==> src/rtl/core/assert_macros.svh <==
// Assertion helpers used by the core RTL sequencer.
`ifndef ASSERT_MACROS_SVH
`define ASSERT_MACROS_SVH

`ifndef SYNTH

// Check a property on every clock edge outside reset.
`define LCT_ASSERT(lbl, prop, msg) \
    lbl: assert property (@(posedge i_clk) disable iff (!i_rst_n) (prop)) \
        else $error(msg);

// Check that a condition implies another in the same cycle.
`define LCT_ASSERT_IMPL(lbl, ante, cons, msg) \
    lbl: assert property (@(posedge i_clk) disable iff (!i_rst_n) (ante) |-> (cons)) \
        else $error(msg);

`else

`define LCT_ASSERT(lbl, prop, msg)
`define LCT_ASSERT_IMPL(lbl, ante, cons, msg)

`endif

`endif

==> src/rtl/core/lct_pkg.sv <==
package lct_pkg;

    typedef struct packed {
        logic [7:0]  key;
        logic [7:0]  value;
        logic [15:0] cost;
    } t_rec;

    typedef enum logic [1:0] {
        ST_OK     = 2'd0,
        ST_MISS   = 2'd1,
        ST_APPEND = 2'd2,
        ST_FULL   = 2'd3
    } t_status;

    localparam logic [2:0] KIND_LOOKUP_KEY   = 3'd0;
    localparam logic [2:0] KIND_LOOKUP_VALUE = 3'd1;
    localparam logic [2:0] KIND_UPSERT_ZERO  = 3'd2;
    localparam logic [2:0] KIND_UPSERT_COST  = 3'd3;
    localparam logic [2:0] KIND_DELETE       = 3'd4;

    localparam logic [7:0]  KEY_NONE   = 8'hFF;
    localparam logic [7:0]  VALUE_NONE = 8'hFF;
    localparam logic [15:0] COST_NONE  = 16'hFFFF;

endpackage

==> src/rtl/core/lct_mem.sv <==
module lct_mem #(
    parameter int ENTRIES = 32,
    parameter int AW      = 5
) (
    input  logic                i_clk,
    input  logic                i_re,
    input  logic [AW-1:0]       i_raddr,
    input  logic                i_we,
    input  logic [AW-1:0]       i_waddr,
    input  lct_pkg::t_rec       i_wdata,
    output lct_pkg::t_rec       o_rdata
);

    lct_pkg::t_rec r_mem [ENTRIES];
    lct_pkg::t_rec r_rdata;

    always_ff @(posedge i_clk) begin
        if (i_we) begin
            r_mem[i_waddr] <= i_wdata;
        end
        if (i_re) begin
            r_rdata <= r_mem[i_raddr];
        end
    end

    assign o_rdata = r_rdata;

endmodule

==> src/rtl/core/lct_seq.sv <==
`include "assert_macros.svh"

module lct_seq #(
    parameter int ENTRIES = 32,
    parameter int AW      = 5,
    parameter int CW      = 6
) (
    input  logic                i_clk,
    input  logic                i_rst_n,
    input  logic                start,
    output logic                busy,
    input  logic [2:0]          i_kind,
    input  logic [7:0]          i_entry_key,
    input  logic [7:0]          i_entry_value,
    input  logic [15:0]         i_entry_cost,
    output logic                o_valid,
    output logic [1:0]          o_status,
    output logic [7:0]          o_out_key,
    output logic [7:0]          o_out_value,
    output logic [15:0]         o_out_cost,
    output logic                o_mem_re,
    output logic [AW-1:0]       o_mem_raddr,
    output logic                o_mem_we,
    output logic [AW-1:0]       o_mem_waddr,
    output lct_pkg::t_rec       o_mem_wdata,
    input  lct_pkg::t_rec       i_mem_rdata
);

    typedef enum logic {
        S_IDLE,
        S_SCAN
    } t_state;

    t_state           r_state;
    logic [2:0]       r_kind;
    logic [7:0]       r_key;
    logic [7:0]       r_value;
    logic [15:0]      r_cost;
    logic [CW-1:0]    r_rd;
    logic             r_vld;
    logic [AW-1:0]    r_idx;
    logic             r_shift;
    logic [CW-1:0]    r_count;
    logic             r_ovld;
    lct_pkg::t_status r_status;
    logic [7:0]       r_okey;
    logic [7:0]       r_ovalue;
    logic [15:0]      r_ocost;

    logic scanning;
    logic issue;
    logic match;
    logic hit;
    logic scan_end;
    logic full;
    logic upsert;

    assign scanning = (r_state == S_SCAN);
    assign issue    = scanning && (r_rd < r_count);
    assign match    = (r_kind == lct_pkg::KIND_LOOKUP_VALUE) ? (i_mem_rdata.value == r_value)
                                                             : (i_mem_rdata.key == r_key);
    assign hit      = scanning && r_vld && match && !r_shift;
    assign scan_end = scanning && !r_vld && !issue;
    assign full     = (r_count == CW'(ENTRIES));
    assign upsert   = (r_kind == lct_pkg::KIND_UPSERT_ZERO) ||
                      (r_kind == lct_pkg::KIND_UPSERT_COST);

    assign o_mem_re    = issue;
    assign o_mem_raddr = r_rd[AW-1:0];

    // Reads run one entry ahead of writes, so a write never hits the entry being read.
    always_comb begin
        o_mem_we    = 1'b0;
        o_mem_waddr = r_idx;
        o_mem_wdata = i_mem_rdata;
        if (scanning && r_shift && r_vld) begin
            // close the gap: move each later record down one slot
            o_mem_we    = 1'b1;
            o_mem_waddr = r_idx - 1'b1;
        end else if (hit && upsert) begin
            o_mem_we          = 1'b1;
            o_mem_wdata.value = r_value;
            o_mem_wdata.cost  = r_cost;
        end else if (scan_end && !r_shift && upsert && !full) begin
            o_mem_we          = 1'b1;
            o_mem_waddr       = r_count[AW-1:0];
            o_mem_wdata.key   = r_key;
            o_mem_wdata.value = r_value;
            o_mem_wdata.cost  = (r_kind == lct_pkg::KIND_UPSERT_COST) ? r_cost : 16'd0;
        end
    end

    always_ff @(posedge i_clk) begin
        if (!i_rst_n) begin
            r_state <= S_IDLE;
            r_count <= '0;
            r_ovld  <= 1'b0;
            r_vld   <= 1'b0;
            r_shift <= 1'b0;
        end else begin
            r_ovld <= 1'b0;
            case (r_state)
                S_IDLE: begin
                    if (start) begin
                        r_kind  <= i_kind;
                        r_key   <= i_entry_key;
                        r_value <= i_entry_value;
                        r_cost  <= i_entry_cost;
                        r_rd    <= '0;
                        r_vld   <= 1'b0;
                        r_shift <= 1'b0;
                        if (i_kind <= lct_pkg::KIND_DELETE) begin
                            r_state <= S_SCAN;
                        end else begin
                            r_ovld   <= 1'b1;
                            r_status <= lct_pkg::ST_MISS;
                            r_okey   <= '0;
                            r_ovalue <= '0;
                            r_ocost  <= '0;
                        end
                    end
                end
                S_SCAN: begin
                    r_vld <= issue;
                    if (issue) begin
                        r_rd  <= r_rd + 1'b1;
                        r_idx <= r_rd[AW-1:0];
                    end
                    r_okey   <= '0;
                    r_ovalue <= '0;
                    r_ocost  <= '0;
                    if (r_shift) begin
                        if (scan_end) begin
                            r_count  <= r_count - 1'b1;
                            r_ovld   <= 1'b1;
                            r_status <= lct_pkg::ST_OK;
                            r_state  <= S_IDLE;
                        end
                    end else if (hit) begin
                        if (r_kind == lct_pkg::KIND_DELETE) begin
                            r_shift <= 1'b1;
                        end else begin
                            r_ovld   <= 1'b1;
                            r_status <= lct_pkg::ST_OK;
                            r_state  <= S_IDLE;
                            case (r_kind)
                                lct_pkg::KIND_LOOKUP_KEY: begin
                                    r_ovalue <= i_mem_rdata.value;
                                    r_ocost  <= i_mem_rdata.cost;
                                end
                                lct_pkg::KIND_LOOKUP_VALUE: begin
                                    r_okey <= i_mem_rdata.key;
                                end
                                default: begin
                                end
                            endcase
                        end
                    end else if (scan_end) begin
                        r_ovld  <= 1'b1;
                        r_state <= S_IDLE;
                        case (r_kind)
                            lct_pkg::KIND_LOOKUP_KEY: begin
                                r_status <= lct_pkg::ST_MISS;
                                r_ovalue <= lct_pkg::VALUE_NONE;
                                r_ocost  <= lct_pkg::COST_NONE;
                            end
                            lct_pkg::KIND_LOOKUP_VALUE: begin
                                r_status <= lct_pkg::ST_MISS;
                                r_okey   <= lct_pkg::KEY_NONE;
                            end
                            lct_pkg::KIND_UPSERT_ZERO, lct_pkg::KIND_UPSERT_COST: begin
                                if (full) begin
                                    r_status <= lct_pkg::ST_FULL;
                                end else begin
                                    r_status <= lct_pkg::ST_APPEND;
                                    r_count  <= r_count + 1'b1;
                                end
                            end
                            default: begin
                                r_status <= lct_pkg::ST_MISS;
                            end
                        endcase
                    end
                end
                default: begin
                    r_state <= S_IDLE;
                end
            endcase
        end
    end

    assign busy        = scanning;
    assign o_valid     = r_ovld;
    assign o_status    = r_status;
    assign o_out_key   = r_okey;
    assign o_out_value = r_ovalue;
    assign o_out_cost  = r_ocost;

    `LCT_ASSERT(a_count_bound, r_count <= CW'(ENTRIES), "record count above table size")
    `LCT_ASSERT_IMPL(a_write_busy, o_mem_we, scanning, "table write outside an operation")
    `LCT_ASSERT_IMPL(a_write_below_count, o_mem_we, CW'(o_mem_waddr) <= r_count, "write past end")
    `LCT_ASSERT_IMPL(a_append_count, r_ovld && (r_status == lct_pkg::ST_APPEND), r_count == $past(r_count) + 1'b1, "append did not grow the table")
    `LCT_ASSERT_IMPL(a_result_source, r_ovld, $past(scanning) || $past(start), "result without an operation")

endmodule

==> src/rtl/core/link_cost_table_top.sv <==
// Channel   Handshake                    Fields
// command   start in, busy out           i_kind, i_entry_key, i_entry_value, i_entry_cost
// result    o_valid strobe, one cycle    o_status, o_out_key, o_out_value, o_out_cost
//
// A command transfers when start is high and busy is low.
// An operation walks the stored records through the single read port of the record
// memory, one record a cycle; a lookup or update stops early on a hit, a delete walks
// on to close the gap, and an unused kind answers without a scan.
// Reset empties the table at once; record contents need no clearing.
// The result strobe cannot be held off; busy drops in the cycle the result shows.
module link_cost_table_top #(
    parameter int ENTRIES = 32
) (
    input  logic        i_clk,
    input  logic        i_rst_n,
    input  logic        start,
    output logic        busy,
    input  logic [2:0]  i_kind,
    input  logic [7:0]  i_entry_key,
    input  logic [7:0]  i_entry_value,
    input  logic [15:0] i_entry_cost,
    output logic        o_valid,
    output logic [1:0]  o_status,
    output logic [7:0]  o_out_key,
    output logic [7:0]  o_out_value,
    output logic [15:0] o_out_cost
);

    localparam int AW = $clog2(ENTRIES);
    localparam int CW = $clog2(ENTRIES + 1);

    logic          mem_re;
    logic [AW-1:0] mem_raddr;
    logic          mem_we;
    logic [AW-1:0] mem_waddr;
    lct_pkg::t_rec mem_wdata;
    lct_pkg::t_rec mem_rdata;

    lct_mem #(
        .ENTRIES (ENTRIES),
        .AW      (AW)
    ) u_mem (
        .i_clk   (i_clk),
        .i_re    (mem_re),
        .i_raddr (mem_raddr),
        .i_we    (mem_we),
        .i_waddr (mem_waddr),
        .i_wdata (mem_wdata),
        .o_rdata (mem_rdata)
    );

    lct_seq #(
        .ENTRIES (ENTRIES),
        .AW      (AW),
        .CW      (CW)
    ) u_seq (
        .i_clk         (i_clk),
        .i_rst_n       (i_rst_n),
        .start         (start),
        .busy          (busy),
        .i_kind        (i_kind),
        .i_entry_key   (i_entry_key),
        .i_entry_value (i_entry_value),
        .i_entry_cost  (i_entry_cost),
        .o_valid       (o_valid),
        .o_status      (o_status),
        .o_out_key     (o_out_key),
        .o_out_value   (o_out_value),
        .o_out_cost    (o_out_cost),
        .o_mem_re      (mem_re),
        .o_mem_raddr   (mem_raddr),
        .o_mem_we      (mem_we),
        .o_mem_waddr   (mem_waddr),
        .o_mem_wdata   (mem_wdata),
        .i_mem_rdata   (mem_rdata)
    );

endmodule

==> config.mk <==
export PLATFORM = sky130hd
export DESIGN_NAME = link_cost_table_top
export DESIGN_NICKNAME = d
export VERILOG_FILES = /design/src/rtl/core/lct_pkg.sv /design/src/rtl/core/lct_mem.sv /design/src/rtl/core/lct_seq.sv /design/src/rtl/core/link_cost_table_top.sv
export VERILOG_INCLUDE_DIRS = /design/src /design/src/rtl/core
export SDC_FILE = /design/constraint.sdc
export NUM_CORES = 1
export LEC_CHECK = 0
export BUFFER_PORTS_ARGS = -buffer_cell sky130_fd_sc_hd__buf_2
export CORE_MARGIN = 8
export CORE_UTILIZATION = 55
export CTS_CLUSTER_SIZE = 12
export DETAILED_ROUTE_END_ITERATION = 6
export PLACE_DENSITY_LB_ADDON = 0.05
export SYNTH_ARGS = -nofsm -noshare
export SYNTH_HDL_FRONTEND = slang
export SYNTH_HIERARCHICAL = 1
export SYNTH_SLANG_ARGS = --single-unit
export TNS_END_PERCENT = 10
==> constraint.sdc <==
create_clock -name i_clk -period 5.7 [get_ports i_clk]
set_input_delay 0.57 -clock i_clk [delete_from_list [all_inputs] [get_ports i_clk]]
set_output_delay 0.57 -clock i_clk [all_outputs]
set_load 0.02 [all_outputs]
## Word level (Yosys, flattened, before mapping)

Memory sizes are Yosys's and may differ from the RTL's. A register that Yosys moved wholly into a read port is not among the register bits.
Index checks and enable logic that the tools add are counted.

- Output and inout port bits: 36
- RAM bits: 1024
- Bits of input ports: 38
- Memories kept: 1
- Logic and storage cells: 143
- Register bits after elaboration: 90

Memory list:

| name | words | bits a word | read ports | clocked after memory_dff | write ports | line | source |
|---|---|---|---|---|---|---|---|
| u_mem.r_mem | 32 | 32 | 1 | 1 | 1 | lct_mem.sv:14 | `lct_pkg::t_rec r_mem [ENTRIES];` |

- Equality and inequality tests: 16
- Bitwise logic cells: 1
- Add/subtract/negate cells: 4
- Reductions and logical operators: 27
- Magnitude comparators: 2
- Multiplexer cells: 77

Operators with widths:

| kind | count |
|---|---|
| 16-bit 2-to-1 mux | 9 |
| 8-bit 2-to-1 mux | 15 |
| 32-bit 2-to-1 mux | 2 |
| 6-bit 2-to-1 mux | 8 |
| 16-bit case mux with 2 select lines | 1 |
| 8-bit case mux with 2 select lines | 2 |
| 24-bit 2-to-1 mux | 1 |
| 1-bit 2-to-1 mux | 22 |
| 8-bit == test | 2 |
| 2-bit 2-to-1 mux | 8 |
| 5-bit 2-to-1 mux | 3 |
| 6-bit by 1-bit adder with 6-bit output, second input constant | 2 |
| 1-bit logical AND | 12 |
| 6-bit case mux with 2 select lines | 1 |
| 3-bit AND reduction | 4 |
| 6-bit AND reduction | 2 |
| 2-bit inequality test, second input constant | 4 |
| 1-bit case mux with 2 select lines | 4 |
| 3-bit by 2-bit == test with 1-bit output, second input constant | 2 |
| 6-bit == test, second input constant | 1 |
| 6-bit less-than comparator | 1 |
| 3-bit inequality test, second input constant | 2 |
| 6-bit by 1-bit subtractor with 6-bit output, second input constant | 1 |
| 5-bit by 1-bit subtractor with 5-bit output, second input constant | 1 |
| 12 further kinds | 17 |

## Depth between registers and ports, before layout

- Depth in word-level cells: 12
- Gate-level depth with buffers: 12
- Mapped depth without buffers: 11

## Modules after synthesis

The synthesis kept the hierarchy.

By module, submodules not included:

| module | instances | cells an instance | sequential area each (µm²) | area an instance (µm²) |
|---|---|---|---|---|
| lct_mem | 1 | 2260 | 31710.4 | 40812.9 |
| lct_seq | 1 | 384 | 2602.5 | 4564.4 |

## Worst setup path before layout

No wires, ideal clock.

- Kind: register -> register
- Start: reg u_seq.r_rd[3]
- End: mem u_mem/r_mem[12][0] (netlist name) (enable)
- Required time: 5.279 ns
- Slack: 1.143 ns
- Path buffers: 2
- Setup time: 0.421 ns
- Stages on the path, launching flop included: 12
- Arrival time: 4.136 ns
- Path through: edfxtp_1 -> ha_1 -> a21o_1 -> a211oi_1 -> o21ai_0 -> nand3_1 -> buf_2 -> mux2i_1 -> o21ai_0 -> or3b_2 -> clkbuf_1 -> nor2_1

- Elaborated cells on any way between the ends: 15

RTL lines:

| what | line | source |
|---|---|---|
| from (decl) | lct_seq.sv:39 | `logic [CW-1:0] r_rd;` |
| from (signal assigned) | lct_seq.sv:126 | `r_rd <= r_rd + 1'b1;` |
| 6-bit less-than comparator | lct_seq.sv:59 | `assign issue = scanning && (r_rd < r_count);` |
| 1-bit logical AND | lct_seq.sv:59 |  |
| 1-bit zero test | lct_seq.sv:63 | `assign scan_end = scanning && !r_vld && !issue;` |
| 1-bit logical AND | lct_seq.sv:63 |  |
| 1-bit logical AND (3 in series) | lct_seq.sv:84 | `end else if (scan_end && !r_shift && upsert && !full) begin` |
| 5-bit 2-to-1 mux | lct_seq.sv:84 |  |
| 5-bit 2-to-1 mux | lct_seq.sv:80 | `end else if (hit && upsert) begin` |
| 5-bit 2-to-1 mux | lct_seq.sv:76 | `if (scanning && r_shift && r_vld) begin` |
| via mem_waddr[1] | link_cost_table_top.sv:35 | `logic [AW-1:0] mem_waddr;` |
| to (decl) | lct_mem.sv:14 |  |

The timed path passes the listed nets, and every way through them passes these cells.

## Worst setup path in the final report

- Start: reg u_seq.r_rd[3]
- End: mem u_mem/r_mem[0][29] (netlist name) (enable)

Same word-level chain as after synthesis.

==> results.sh <==
export IMPL_core_region_area_mm2=0.0818
export IMPL_die_area_mm2=0.0920
export IMPL_postSynthAreaPerCell_um2=17.2
export IMPL_clock_skew_ns=0.0164
export IMPL_hold_depth=1
export IMPL_yosys_warnings=6
export IMPL_grt_max_degree=129
export IMPL_critPathCaptureType="register"
export IMPL_grt_usage_pct=23.2
export IMPL_numCtsBuffers=118
export IMPL_cp_max_fo=16
export IMPL_ys_seq_area_share_pct=75.6
export IMPL_post_drt_via_cell_ratio=6.16
export IMPL_first_pass_iters=5
export IMPL_rsz0062_at_grt="no"
export IMPL_cts_root_buf="clkbuf_16"
export IMPL_synth_top_cells_by_count="edfxtp_1, mux2i_1, a21oi_1"
export IMPL_hold_buffers=0
export IMPL_synth_area_leaders="edfxtp_1, mux2i_1, a22oi_1, a21oi_1, nand3_1"
export IMPL_tightest_slew_ns=1.36
export IMPL_synth_top_area_cell="edfxtp_1"
export IMPL_syn_to_final_growth_pct=11.4
export IMPL_grt_pass1_wl_mm=157
export IMPL_slew_limit_headroom_pct=9.52
export IMPL_final_setup_tns_ns=0
export IMPL_pre_cts_ws_ns=0.953
export IMPL_timing_final_ws_setup_ns=0.859
export IMPL_synth_cells=2644
export IMPL_place_area_mm2=0.0471
export IMPL_cts_max_level=3
export IMPL_post_cts_buffers=0
export IMPL_period_share_pct=84.9
export IMPL_syn_nets=2694
export IMPL_wl_per_cell_um=27.4
export IMPL_arrival_ns=5.21
export IMPL_cts_resized=0
export IMPL_ant_nets=0
export IMPL_die_w_um=303
export IMPL_slew_viol_final=0
export IMPL_cts_tree="yes"
export IMPL_r2r_setup_slack_ns=0.86
export IMPL_clk_latency_ns=0.67
export IMPL_fin_nets=2805
export IMPL_drc_errors=0
export IMPL_required_ns=6.07
export IMPL_grt_antenna_before_repair=2
export IMPL_finalInstanceArea_mm2=0.0505
export IMPL_crit_chain="ha_1, a21o_1, a211oi_1, o21ai_0, nand3_1, mux2i_1, o21ai_0, or3b_2, nor2_4, buf_4"
export IMPL_dp_hpwl_mm=64.6
export IMPL_drive_gt1_share_pct=12.8
export IMPL_fmax_mhz=207
export IMPL_critPathMaxStageDelay_ns=0.77
export IMPL_setup_viol=0
export IMPL_critPathLaunchType="register"
export IMPL_grt_pass1_vias=23889
export IMPL_r2r_cells=10
export IMPL_holdWs_ns=0.0701
export IMPL_ys_flop_type="edfxtp_1"
export IMPL_fin_crit_ns=4.84
export IMPL_finalHoldViolations=0
export IMPL_power_density_mw_per_mm2=338
export IMPL_crit_slowest_cell="or3b_2"
export IMPL_synth_top_area_share_pct=75.2
export IMPL_std_cell_rows=105
export IMPL_io_buffers=73
export IMPL_criticalPathCategory="register to register"
export IMPL_die_y_um=303
export IMPL_cts_buffer_depth=3
export IMPL_p_leak_nw=17.1
export IMPL_gp_congestion=0.837
export IMPL_synth_edf_count=1136
export IMPL_status="completed"
export IMPL_vias=24067
export IMPL_start_util_pct=55.4
export IMPL_syn_area_mm2=0.0454
export IMPL_cts_num_sinks=1146
export IMPL_ys_types=53
export IMPL_wl_mm=107
export IMPL_cap_violations=0
export IMPL_hold_path_class="input port to register"
export IMPL_clk_pin_slew_ns=0.06
export IMPL_crit_top_cell="o21ai_0"
export IMPL_synth_most_common_cell="edfxtp_1"
export IMPL_grt_overflow=0
export IMPL_ys_async_sr_fraction_pct=0
export IMPL_ioPinCount=74
export IMPL_max_vdd_ir_drop_v=0.000271
export IMPL_ys_seq_elements=1146
export IMPL_power_mw=17.1
export IMPL_first_iter_violations=2120
sequential cells by signal (all words and copies together) (netlist names):
name and cells:
u_seq/o_out_key 8, u_seq/r_count 6, u_seq/r_shift 1, u_seq/r_kind 3, u_seq/r_rd 6, u_seq/r_key 8, u_mem/r_mem 1024, u_seq/o_valid 1
u_seq/o_out_cost 16, u_mem/o_rdata 32, u_seq/o_status 2, u_seq/r_cost 16, u_seq/busy 1, u_seq/r_idx 5, u_seq/o_out_value 8, u_seq/r_vld 1
u_seq/r_value 8
per-stage QoR:
step                util [%]  instances
floorplan                  -       2644
global placement        57.5       3705
detailed placement      57.5       3705
CTS                     61.7       3905
global route            61.7       3905
finish                  61.8       3906
logic make-up after synthesis:
kind of cell	count (synthesis)	synth area share, %
AND/OR/NAND/NOR	395	4.10
flip-flops	1146	75.6
XOR/XNOR	25	0.483
AO/OA/AOI/OAI	371	5.53
adder cells (fa/ha/maj)	12	0.347
multiplexers	533	11.8
buffers and inverters	162	2.11
worst max-delay path, delay by kind of cell, from the launching register on:
| family | cells | cell delay [ns] |
|---|---|---|
| adder cells (fa/ha/maj) | 1 | 0.37 |
| buffers and inverters | 1 | 0.33 |
| AND/OR/NAND/NOR | 3 | 2.10 |
| flip-flops | 1 | 0.53 |
| AO/OA/AOI/OAI | 4 | 0.91 |
| multiplexers | 1 | 0.26 |
metal layers:
layer,track usage [%],routed length [um]
met1,33.0,46500
met5,0,22
met3,5.02,8010
met4,6.23,2690
met2,36.3,49900
area by class of cell:
cell class,instances,area (um^2)
diodes,1,2.50
clock buffers,152,3140
clock inverters,48,334
fillers,5862,31300
inverters,12,45.0
multi-input cells,1336,10400
flip-flops and latches,1146,34300
well taps,1070,1340
repair buffers,141,938
path summary, 6_finish.rpt:
kind / from / end
worst max-delay path: u_seq/r_rd[3] / u_mem/r_mem[0][29]
worst max register to register: u_seq/r_rd[3] / u_mem/r_mem[0][29]
worst min register to register: u_seq/r_count[5] / u_seq/r_count[5]
worst min-delay path: i_entry_key[1] / u_seq/r_key[1]
power breakdown:
part	switching [mW]	leakage [nW]	total, mW	internal [mW]
logic	0.537	5.10	0.781	0.244
clock network	3.01	1.69	7.02	4.02
registers	0.0274	10.3	9.29	9.27
cells in the final DEF, fill, tap and decap left out, drive strengths merged, types with 11 or more instances in the layout:
| cell type | synthesis | routed |
|---|---|---|
| a21oi | 140 | 140 |
| a22o | 79 | 79 |
| a22oi | 96 | 96 |
| a31oi | 33 | 33 |
| buf | 98 | 141 |
| clkbuf | 52 | 152 |
| clkinv | 0 | 40 |
| edfxtp | 1136 | 1136 |
| ha | 11 | 11 |
| inv | 12 | 15 |
| mux2 | 16 | 16 |
| mux2i | 517 | 517 |
| nand2 | 118 | 118 |
| nand3 | 136 | 136 |
| nor2 | 59 | 59 |
| nor3 | 40 | 40 |
| xnor2 | 12 | 12 |
| xor2 | 13 | 13 |
(Power assumes the default switching activity.)
